===== src/hw/rtl/sba_pkg.sv =====
// Package for the sprite batch triangle assembler.
// Holds the beat structs, the per-item result record and the mode and kind codes.
// No dependencies; every RTL file of the block refers to it by scoped names.
`default_nettype none

package sba_pkg;

  localparam int BATCH_CAPACITY_DEF = 1024;

  localparam logic FUNC_VERTEX = 1'b0;
  localparam logic FUNC_FLUSH  = 1'b1;

  localparam logic [1:0] MODE_FAN   = 2'd0;
  localparam logic [1:0] MODE_STRIP = 2'd1;
  localparam logic [1:0] MODE_LIST  = 2'd2;

  localparam logic KIND_VERTEX = 1'b0;
  localparam logic KIND_DRAW   = 1'b1;

  localparam logic [3:0] SPRITE_CNT_MIN = 4'd3;
  localparam logic [3:0] SPRITE_CNT_MAX = 4'd8;
  localparam logic [4:0] TRI_VERTS      = 5'd3;
  localparam logic [4:0] TRI_OVERHEAD   = 5'd2;

  localparam logic [1:0] NVERT_NONE = 2'd0;
  localparam logic [1:0] NVERT_ONE  = 2'd1;
  localparam logic [1:0] NVERT_TRI  = 2'd3;

  typedef struct packed {
    logic        func;
    logic [31:0] pos_x;
    logic [31:0] pos_y;
    logic [31:0] tex_u;
    logic [31:0] tex_v;
    logic [15:0] texture_id;
    logic [31:0] color_key;
    logic [1:0]  primitive_mode;
    logic [3:0]  sprite_vertex_count;
  } in_beat_t;

  typedef struct packed {
    logic        kind;
    logic [31:0] out_x;
    logic [31:0] out_y;
    logic [31:0] out_u;
    logic [31:0] out_v;
    logic [15:0] batch_texture;
    logic [31:0] batch_color;
    logic [10:0] batch_vertices;
    logic        last;
  } out_beat_t;

  typedef struct packed {
    logic [31:0] x;
    logic [31:0] y;
    logic [31:0] u;
    logic [31:0] v;
  } vertex_t;

  // Everything one input item produces: an optional draw command, then 0, 1 or 3 vertices.
  typedef struct packed {
    logic              has_draw;
    logic [1:0]        nvert;
    logic [15:0]       draw_tex;
    logic [31:0]       draw_col;
    logic [10:0]       draw_cnt;
    vertex_t [2:0]     vtx;
  } job_t;

endpackage

`default_nettype wire


===== src/hw/rtl/sba_assemble.sv =====
// Assembly stage: sprite position tracking, saved vertices and batch bookkeeping.
// Turns each accepted input beat into a job record in one pass. Uses sba_pkg.
`default_nettype none

module sba_assemble #(
  parameter int BATCH_CAPACITY = sba_pkg::BATCH_CAPACITY_DEF
) (
  input  wire logic             clk,
  input  wire logic             rst_n,
  input  wire logic             accept,
  input  wire sba_pkg::in_beat_t in_beat,
  output sba_pkg::job_t         job,
  output logic                  job_nonempty
);

  // Batch never grows past capacity plus one fan or strip sprite.
  localparam int CW = $clog2(BATCH_CAPACITY + 32);

  logic [2:0]             pos_r, pos_nxt;
  logic [CW-1:0]          bcount_r, bcount_nxt;
  logic [15:0]            btex_r, btex_nxt;
  logic [31:0]            bcol_r, bcol_nxt;
  logic [3:0]             scount_r, scount_nxt;
  logic [1:0]             smode_r, smode_nxt;
  sba_pkg::vertex_t       first_r, first_nxt;
  sba_pkg::vertex_t       two_r, two_nxt;
  sba_pkg::vertex_t       prev_r, prev_nxt;

  sba_pkg::vertex_t cur;
  logic             is_flush;
  logic             first_v;
  logic [3:0]       cnt_sat;
  logic [3:0]       cnt_eff;
  logic [1:0]       mode_eff;
  logic [4:0]       extra;
  logic [CW:0]      cap_sum;
  logic             over;
  logic             do_draw;
  logic [1:0]       nvert;
  logic [CW-1:0]    bc_base;

  always_comb begin
    cur.x = in_beat.pos_x;
    cur.y = in_beat.pos_y;
    cur.u = in_beat.tex_u;
    cur.v = in_beat.tex_v;

    is_flush = (in_beat.func == sba_pkg::FUNC_FLUSH);
    first_v  = (pos_r == 3'd0);

    if (in_beat.sprite_vertex_count < sba_pkg::SPRITE_CNT_MIN) begin
      cnt_sat = sba_pkg::SPRITE_CNT_MIN;
    end else if (in_beat.sprite_vertex_count > sba_pkg::SPRITE_CNT_MAX) begin
      cnt_sat = sba_pkg::SPRITE_CNT_MAX;
    end else begin
      cnt_sat = in_beat.sprite_vertex_count;
    end

    cnt_eff  = first_v ? cnt_sat : scount_r;
    mode_eff = first_v ? in_beat.primitive_mode : smode_r;

    extra   = 5'(({1'b0, cnt_sat} - sba_pkg::TRI_OVERHEAD) * sba_pkg::TRI_VERTS);
    cap_sum = (CW+1)'(bcount_r) + (CW+1)'(extra);
    over    = (cap_sum >= (CW+1)'(BATCH_CAPACITY));

    if (is_flush) begin
      do_draw = (bcount_r != '0);
    end else begin
      do_draw = (bcount_r != '0) && first_v &&
                ((in_beat.texture_id != btex_r) || (in_beat.color_key != bcol_r) || over);
    end

    if (is_flush) begin
      nvert = sba_pkg::NVERT_NONE;
    end else if (mode_eff == sba_pkg::MODE_LIST) begin
      nvert = sba_pkg::NVERT_ONE;
    end else if (((mode_eff == sba_pkg::MODE_FAN) || (mode_eff == sba_pkg::MODE_STRIP)) &&
                 (pos_r >= 3'd2)) begin
      nvert = sba_pkg::NVERT_TRI;
    end else begin
      nvert = sba_pkg::NVERT_NONE;
    end

    job.has_draw = do_draw;
    job.nvert    = nvert;
    job.draw_tex = btex_r;
    job.draw_col = bcol_r;
    job.draw_cnt = 11'(bcount_r);
    if (mode_eff == sba_pkg::MODE_LIST) begin
      job.vtx[0] = cur;
    end else if (mode_eff == sba_pkg::MODE_FAN) begin
      job.vtx[0] = first_r;
    end else begin
      job.vtx[0] = two_r;
    end
    job.vtx[1] = prev_r;
    job.vtx[2] = cur;

    job_nonempty = do_draw || (nvert != sba_pkg::NVERT_NONE);

    bc_base    = do_draw ? '0 : bcount_r;
    bcount_nxt = bc_base + CW'(nvert);

    btex_nxt   = btex_r;
    bcol_nxt   = bcol_r;
    scount_nxt = scount_r;
    smode_nxt  = smode_r;
    first_nxt  = first_r;
    two_nxt    = two_r;
    prev_nxt   = prev_r;
    pos_nxt    = pos_r;
    if (!is_flush) begin
      if (first_v) begin
        btex_nxt   = in_beat.texture_id;
        bcol_nxt   = in_beat.color_key;
        scount_nxt = cnt_sat;
        smode_nxt  = in_beat.primitive_mode;
        first_nxt  = cur;
      end
      // previous becomes two back, current becomes previous
      two_nxt  = prev_r;
      prev_nxt = cur;
      if (({1'b0, pos_r} + 4'd1) >= cnt_eff) begin
        pos_nxt = 3'd0;
      end else begin
        pos_nxt = pos_r + 3'd1;
      end
    end
  end

  always_ff @(posedge clk) begin
    if (!rst_n) begin
      pos_r    <= '0;
      bcount_r <= '0;
      btex_r   <= '0;
      bcol_r   <= '0;
      scount_r <= '0;
      smode_r  <= '0;
    end else if (accept) begin
      pos_r    <= pos_nxt;
      bcount_r <= bcount_nxt;
      btex_r   <= btex_nxt;
      bcol_r   <= bcol_nxt;
      scount_r <= scount_nxt;
      smode_r  <= smode_nxt;
    end
  end

  always_ff @(posedge clk) begin
    if (accept) begin
      first_r <= first_nxt;
      two_r   <= two_nxt;
      prev_r  <= prev_nxt;
    end
  end

endmodule

`default_nettype wire


===== src/hw/rtl/sba_emit.sv =====
// Emit stage: holds one job record and sends its results, one beat per cycle
// while out_stall is low, through the output register. Uses sba_pkg.
`default_nettype none

module sba_emit (
  input  wire logic          clk,
  input  wire logic          rst_n,
  input  wire logic          job_load,
  input  wire sba_pkg::job_t job_in,
  output logic               job_free,
  output logic               out_valid,
  input  wire logic          out_stall,
  output sba_pkg::out_beat_t out_data
);

  sba_pkg::job_t      job_r, job_nxt;
  logic               job_valid_r, job_valid_nxt;
  logic [1:0]         idx_r, idx_nxt;
  sba_pkg::out_beat_t out_r, out_nxt;
  logic               out_valid_r, out_valid_nxt;

  logic       out_load;
  logic [2:0] total;
  logic       is_last;
  logic       is_draw;
  logic [1:0] vsel;

  always_comb begin
    out_load = !out_valid_r || !out_stall;
    total    = 3'(job_r.has_draw) + 3'(job_r.nvert);
    is_last  = ({1'b0, idx_r} == (total - 3'd1));
    is_draw  = job_r.has_draw && (idx_r == 2'd0);
    vsel     = idx_r - 2'(job_r.has_draw);

    job_free = !job_valid_r || (out_load && is_last);

    if (is_draw) begin
      out_nxt.kind           = sba_pkg::KIND_DRAW;
      out_nxt.out_x          = '0;
      out_nxt.out_y          = '0;
      out_nxt.out_u          = '0;
      out_nxt.out_v          = '0;
      out_nxt.batch_texture  = job_r.draw_tex;
      out_nxt.batch_color    = job_r.draw_col;
      out_nxt.batch_vertices = job_r.draw_cnt;
    end else begin
      out_nxt.kind           = sba_pkg::KIND_VERTEX;
      out_nxt.out_x          = job_r.vtx[vsel].x;
      out_nxt.out_y          = job_r.vtx[vsel].y;
      out_nxt.out_u          = job_r.vtx[vsel].u;
      out_nxt.out_v          = job_r.vtx[vsel].v;
      out_nxt.batch_texture  = '0;
      out_nxt.batch_color    = '0;
      out_nxt.batch_vertices = '0;
    end
    out_nxt.last = is_last;

    out_valid_nxt = out_valid_r;
    idx_nxt       = idx_r;
    job_valid_nxt = job_valid_r;
    if (out_load) begin
      out_valid_nxt = job_valid_r;
      if (job_valid_r) begin
        idx_nxt = idx_r + 2'd1;
      end
    end
    // free slot: drop the finished job and take the next one in the same edge
    if (job_free) begin
      job_valid_nxt = job_load;
      idx_nxt       = 2'd0;
    end
    job_nxt = job_load && job_free ? job_in : job_r;
  end

  always_ff @(posedge clk) begin
    if (!rst_n) begin
      job_valid_r <= 1'b0;
      idx_r       <= '0;
      out_valid_r <= 1'b0;
    end else begin
      job_valid_r <= job_valid_nxt;
      idx_r       <= idx_nxt;
      out_valid_r <= out_valid_nxt;
    end
  end

  always_ff @(posedge clk) begin
    job_r <= job_nxt;
    if (out_load && job_valid_r) begin
      out_r <= out_nxt;
    end
  end

  assign out_valid = out_valid_r;
  assign out_data  = out_r;

endmodule

`default_nettype wire


===== src/hw/rtl/sprite_batch_triangle_assembler.sv =====
// Sprite batch triangle assembler, top level.
// Instantiates sba_assemble and sba_emit; types and codes come from sba_pkg.
//
// Usage:
//   Input channel (in_valid / in_stall / in_data): one sprite vertex or a flush
//   request per beat. Result channel (out_valid / out_stall / out_data): list
//   vertices and draw commands, one beat per cycle while out_stall is low,
//   last set on the final beat an input produced.
//   Path: an accepted item's job record is registered in the job slot, and
//   its first result then enters the output register once that is free.
//   Throughput: an item has 0 to 4 results, a draw command when one is due
//   and then 3 vertices for a fan or strip triangle or 1 for a list vertex.
//   An item with results holds the single job slot until its last result
//   enters the output register, one result per cycle while out_stall is low.
//   The next item is taken in the cycle the last result of the current one
//   enters the output register, so there is no gap between items.
//   Reset: sprite position, batch count, texture and colour return to zero and
//   both channels go empty.
//   Stall: out_stall holds the output register; the job slot then fills and
//   in_stall rises until results drain.
`default_nettype none

module sprite_batch_triangle_assembler #(
  parameter int BATCH_CAPACITY = sba_pkg::BATCH_CAPACITY_DEF
) (
  input  wire logic              clk,
  input  wire logic              rst_n,
  input  wire logic              in_valid,
  output logic                   in_stall,
  input  wire sba_pkg::in_beat_t in_data,
  output logic                   out_valid,
  input  wire logic              out_stall,
  output sba_pkg::out_beat_t     out_data
);

  sba_pkg::job_t job;
  logic          job_nonempty;
  logic          job_free;
  logic          accept;

  assign in_stall = !job_free;
  assign accept   = in_valid && job_free;

  sba_assemble #(
    .BATCH_CAPACITY(BATCH_CAPACITY)
  ) u_assemble (
    .clk          (clk),
    .rst_n        (rst_n),
    .accept       (accept),
    .in_beat      (in_data),
    .job          (job),
    .job_nonempty (job_nonempty)
  );

  sba_emit u_emit (
    .clk       (clk),
    .rst_n     (rst_n),
    .job_load  (accept && job_nonempty),
    .job_in    (job),
    .job_free  (job_free),
    .out_valid (out_valid),
    .out_stall (out_stall),
    .out_data  (out_data)
  );

endmodule

`default_nettype wire


===== config.mk =====
export PLATFORM = sky130hd
export DESIGN_NAME = sprite_batch_triangle_assembler
export DESIGN_NICKNAME = d
export VERILOG_FILES = /design/src/hw/rtl/sba_pkg.sv /design/src/hw/rtl/sba_assemble.sv /design/src/hw/rtl/sba_emit.sv /design/src/hw/rtl/sprite_batch_triangle_assembler.sv
export SDC_FILE = /design/constraint.sdc
export NUM_CORES = 1
export LEC_CHECK = 0
export BUFFER_PORTS_ARGS = -buffer_cell sky130_fd_sc_hd__buf_2
export CORE_ASPECT_RATIO = 0.9
export CORE_MARGIN = 3
export CORE_UTILIZATION = 35
export DETAILED_ROUTE_END_ITERATION = 8
export PLACE_DENSITY = 0.53
export SLEW_MARGIN = 20
export SYNTH_ARGS = -nofsm -noshare
export SYNTH_HDL_FRONTEND = slang
export SYNTH_SLANG_ARGS = --single-unit
export TNS_END_PERCENT = 5

===== constraint.sdc =====
create_clock -name clk -period 32.8 [get_ports clk]
set_input_delay 1.64 -clock clk [delete_from_list [all_inputs] [get_ports clk]]
set_output_delay 1.64 -clock clk [all_outputs]
set_load 0.02 [all_outputs]

==> flow_summary.toml, run 1 <==
[worst_setup_path]
path_cells = "buf_2, nand2b_1, ha_1, xor2_1, ha_1, nor2_1, mux2i_1, o221ai_1, ha_1, o211ai_1, a2bb2oi_1, a2111oi_2, buf_4, o21ba_1, nand2b_1, a21boi_4, buf_4, buf_4, buf_4, buf_4"
start_kind = "primary input"
worst_path_max_delay_cell = "buf_4"
cp.arrival_ns = 8.97
slowest_delay_ns = 0.85
critical_path_class = "in -> reg"
required_ns = 33.12
path_max_fanout = 73
critPathMostFrequentCell = "buf_4"
end_kind = "register"

[placed_design]
gp_congestion = 0.804
dpl-instance-area_um2 = 45100
dp_worst_setup_slack_ns = 23.31
dp.cells = 4822
post-dp-hpwl_um = 55800
io_buffers = 377

[clocking]
clock_path_buffers = 3
clk_pin_slew_ns = 0.06
cts_buffers = 112
cts.sinks = 1091
post_cts_buffers = 0
cts-resized-gates = 0
clk_latency_ns = 0.70
clockRootBuffer = "clkbuf_16"
htreeDepth = 3
cts_tree = "yes"
hold_buffers = 0

[synth]
yosysTopAreaCell = "edfxtp_1"
ys_warn_count = 0
synth-seq-cells = 1091
synth_nets = 3214
syn_area_um2 = 41500
ys_seq_area_frac = 0.771
ys.flop_type = "edfxtp_1"
synthCells = 3003
yosysUniqueCellTypes = 54
syn_area_per_cell_um2 = 13.8
synth_top_area_frac = 0.737
synth_edf_count = 1019
synth_area_leaders = "edfxtp_1, nand2_1, a21oi_1"
synthArstFlopShare = 0

[detailed_routing]
drc = 0
initialDrtViolationCount = 1672
wl_met2_um = 45800
viasPerCell = 4.71
routed_wl_um = 95900
num_vias = 23800
highest_layer = "met5"
drt-met1-wl_um = 42800
route.met3.wl_um = 4440
wl_per_cell_um = 19.0
ant_nets = 0
firstDrtPassIters = 5

[timing]
min_period_ns = 8.65
worst_slew_pin_slew_ns = 1.09
drv_slew = 0
setup_viol = 0
fin_crit_sh = 0.264
hold_viol = 0
whs_ns = 0.441
fin_worst_skew_ns = 0.0136
fmax_mhz = 116
fin_ws_ns = 24.15
tns_ns = 0
rsz0062_at_grt = "false"
slew_headroom = 0.274

[power]
power.leakage_nw = 18.3
power.total_mw = 3.36
powerDensity_nw_per_um2 = 68.7
ir_drop_mv = 0.0448

[floorplanning]
die-height_um = 333
boundaryPins = 378
die_area_um2 = 123000
core_region_area_um2 = 117000
start_util = 0.354
rows = 119
die_x_um = 369

[run_status]
status = "finished clean"

[finish]
fin_util = 0.417
finalInstanceArea_um2 = 48900
layout-drive-gt1-share = 0.174
fill_cells = 10900
area_growth_syn_to_layout_pct = 17.8
mostFrequentLayoutCells = "edfxtp_1, nand2_1, nor2_1, buf_2, a21oi_1"
multiInputGateArea_um2 = 8820
layout.area.seq_um2 = 32000
fin_nets = 3574
mostFrequentLayoutCell = "edfxtp_1"
layout.cells.non_filler = 5047

[global_route]
grt_usage = 0.154
grt_pass1_vias = 23600
overflow = 0
grt_pass1_wl_um = 145000
antenna_found_initial = 27
grt_max_degree = 129

[run]
maxCapViolations = 0

[worst_hold_path]
hold_class = "reg -> reg"
[cell families after synthesis]
kind of cell | after synthesis | synth area share
simple gates | 1144 | 0.110
fa+ha+maj | 24 | 0.00759
flops | 1091 | 0.771
buf+inv | 186 | 0.0181
compound gates | 361 | 0.0474
mux | 134 | 0.0323
xor+xnor | 63 | 0.0133
[cell usage after synthesis (15+ instances only)]
library cell  count
a21oi_1         315
and3_1           61
buf_2            22
clkbuf_1        126
dfxtp_1          72
edfxtp_1       1019
ha_1             22
inv_1            17
mux2i_1         134
nand2_1         628
nor2_1          408
nor4_1           15
xor2_1           51
[registers in the layout (all words and copies together) (netlist names)]
register / flops
u_emit.job_valid_r: 1
u_assemble.first_r: 128
u_assemble.bcount_r: 11
u_assemble.pos_r: 3
u_emit.idx_r: 2
u_assemble.job: 128
u_assemble.btex_r: 16
u_assemble.scount_r: 4
u_emit.job_r: 446
u_emit.out_valid: 1
u_emit.out_data: 189
u_assemble.smode_r: 2
u_assemble.two_r: 128
u_assemble.bcol_r: 32
[layer usage]
| metal | vias to the layer above | track usage |
|---|---|---|
| met5 | - | 0 |
| met4 | 16 | 0.0515 |
| met3 | 180 | 0.0349 |
| met2 | 468 | 0.252 |
| met1 | 11700 | 0.204 |
| li1 | 11500 | - |
[layout make-up]
class                      instances  share of cell area
timing repair buffer             411              0.0446
sequential                      1091               0.655
clock buffer                     135              0.0616
inverter                          21             0.00217
antenna                           12            0.000614
tap                             1573              0.0402
multi-input combinational       1726               0.180
clock inverter                    78              0.0154
[worst max-delay path, delay by kind of cell]
kind,cells,cell delay (ns)
AO/OA/AOI/OAI,6,1.64
AND/OR/NAND/NOR,3,0.52
adder cells (fa/ha/maj),3,0.97
multiplexers,1,0.13
XOR/XNOR,1,0.17
buffers and inverters,6,3.58
[report_power, final]
part	leakage, nW	internal (mW)	switching (mW)
clock network	1.85	0.763	0.534
registers	10.1	1.68	0.0333
logic	6.43	0.0986	0.252
[path summary, 6_finish.rpt]
path | from | endpoint | slack (ns) | depth (start not counted)
setup / recovery | in_data[3] | u_emit.job_r[174] | 24.15 | 20
hold / removal | u_assemble.job[195] | u_emit.job_r[195] | 0.44 | 0
setup reg to reg | u_assemble.pos_r[0] | u_emit.job_r[174] | 25.50 | 12
hold reg to reg | u_assemble.job[195] | u_emit.job_r[195] | 0.44 | 0
Power figures use the tool's default switching activity.
==> run 2: changes to the inputs <==
- clock period: 32.8 -> 8 ns (I/O delays scaled with it)
==> run 2 against run 1 <==
  * Die area did not move
  * Clock-buffer cell count increased by 12
  * Largest power group unchanged
  * Sequential power grew to 4.1 times the previous value
  * Highest routed layer unchanged
  * Combinational power grew to 4.3 times the previous value
  * Worst hold slack lost 0.34 ns
==> flow_summary.toml, run 2 (synthesis gave the netlist of run 1 again) <==
[run_status]
status = "finished clean"

[timing]
fmax_mhz = 180
hold_viol = 0
setup_viol = 0
drv_slew = 0
min_period_ns = 5.55
fin_crit_sh = 0.693
fin_worst_skew_ns = 0.0420
rsz0062_at_grt = "false"
slew_headroom = 0.119
worst_slew_pin_slew_ns = 1.32
tns_ns = 0

[placed_design]
io_buffers = 377
post-dp-hpwl_um = 54000
gp_congestion = 0.756

[global_route]
antenna_found_initial = 5
overflow = 0
grt_pass1_wl_um = 148000
grt_pass1_vias = 24100
grt_usage = 0.156
grt_max_degree = 155

[run]
maxCapViolations = 0

[detailed_routing]
routed_wl_um = 96600
ant_nets = 0
firstDrtPassIters = 5
num_vias = 24400
viasPerCell = 4.69
drc = 0
wl_per_cell_um = 18.6
initialDrtViolationCount = 1633

[worst_setup_path]
r2r_cells = 10
start_kind = "register"
cp.arrival_ns = 5.90
worst_path_max_delay_cell = "o41ai_4"
critPathMostFrequentCell = "ha_1"
slowest_delay_ns = 0.88
end_kind = "register"
path_max_fanout = 139
required_ns = 8.35
path_cells = "inv_1, ha_1, ha_1, xnor2_1, o41ai_4, nand2b_1, clkinv_8, nand2_4, inv_8, buf_12"
critical_path_class = "reg -> reg"

[clocking]
htreeDepth = 3
cts-resized-gates = 0
hold_buffers = 178
clk_pin_slew_ns = 0.06
post_cts_buffers = 0
cts.sinks = 1091
cts_tree = "yes"
clock_path_buffers = 3
clockRootBuffer = "clkbuf_16"
cts_buffers = 113
clk_latency_ns = 0.73

[finish]
fin_nets = 3747
mostFrequentLayoutCell = "edfxtp_1"
area_growth_syn_to_layout_pct = 21.6
largest_reg_flops = 446
mostFrequentLayoutCells = "edfxtp_1, nand2_1, nor2_1, buf_2, a21oi_1"
layout-drive-gt1-share = 0.162
largest-register = "u_emit.job_r"

[worst_hold_path]
hold_class = "in -> reg"
holdPathStages = 3

[power]
powerDensity_nw_per_um2 = 270
ir_drop_mv = 0.179
power.leakage_nw = 19.0
power.total_mw = 13.7

[floorplanning]
rows = 119
boundaryPins = 378
die_x_um = 369
core_region_area_um2 = 117000
die_area_um2 = 123000
start_util = 0.354
die-height_um = 333
run 2: cell type report:
type / instances / area, um2
Fill cell: 10800 / 66800
Sequential cell: 1091 / 32000
Multi-Input combinational cell: 1726 / 8850
Timing Repair Buffer: 583 / 3970
Clock buffer: 147 / 2970
Tap cell: 1573 / 1970
Clock inverter: 57 / 623
Inverter: 21 / 106
Antenna cell: 4 / 10.0
run 2: final timing paths:
path                            start                endpoint  slack [ns]
setup / recovery    u_emit.job_r[445]  u_assemble.first_r[41]        2.45
hold / removal               in_valid      u_emit.job_valid_r        0.10
setup reg to reg    u_emit.job_r[445]  u_assemble.first_r[41]        2.45
hold reg to reg   u_assemble.job[150]    u_assemble.two_r[22]        0.43
run 2: metal layers:
layer	part of all wire	global-route usage
met5	0.00013	0
met1	0.46	0.215
met2	0.47	0.252
met4	0.022	0.0420
met3	0.047	0.0318
run 2: worst max-delay path: cells and delay by family, from the launching register on:
kind                     cells  cell delay [ns]
XOR/XNOR                     1             0.17
flip-flops                   1             0.34
adder cells (fa/ha/maj)      2             0.47
buffers and inverters        4             1.79
AND/OR/NAND/NOR              2             1.10
AO/OA/AOI/OAI                1             0.88
run 2: through the flow:
step / worst slack [ns] / instances / instance area (um2) / hold slack (ns) / util
final: 2.45 / 5202 / 50500 / 0.105 / 0.431
after global routing: 2.00 / 5201 / 50500 / 0.0729 / 0.431
after CTS: 1.89 / 5198 / 50500 / 0.0310 / 0.431
after detailed placement: 1.90 / 4816 / 45100 / 0.429 / 0.385
after global placement: 1.98 / 4816 / 45100 / 0.424 / 0.385
after floorplan: -2.54 / 3003 / 41600 / 0.421 / -
run 2: power breakdown:
group,switching (mW),internal [mW],total (mW),leakage (nW)
sequential,0.136,6.88,7.01,10.1
clock,2.20,2.91,5.12,1.74
combinational,1.05,0.467,1.52,7.17
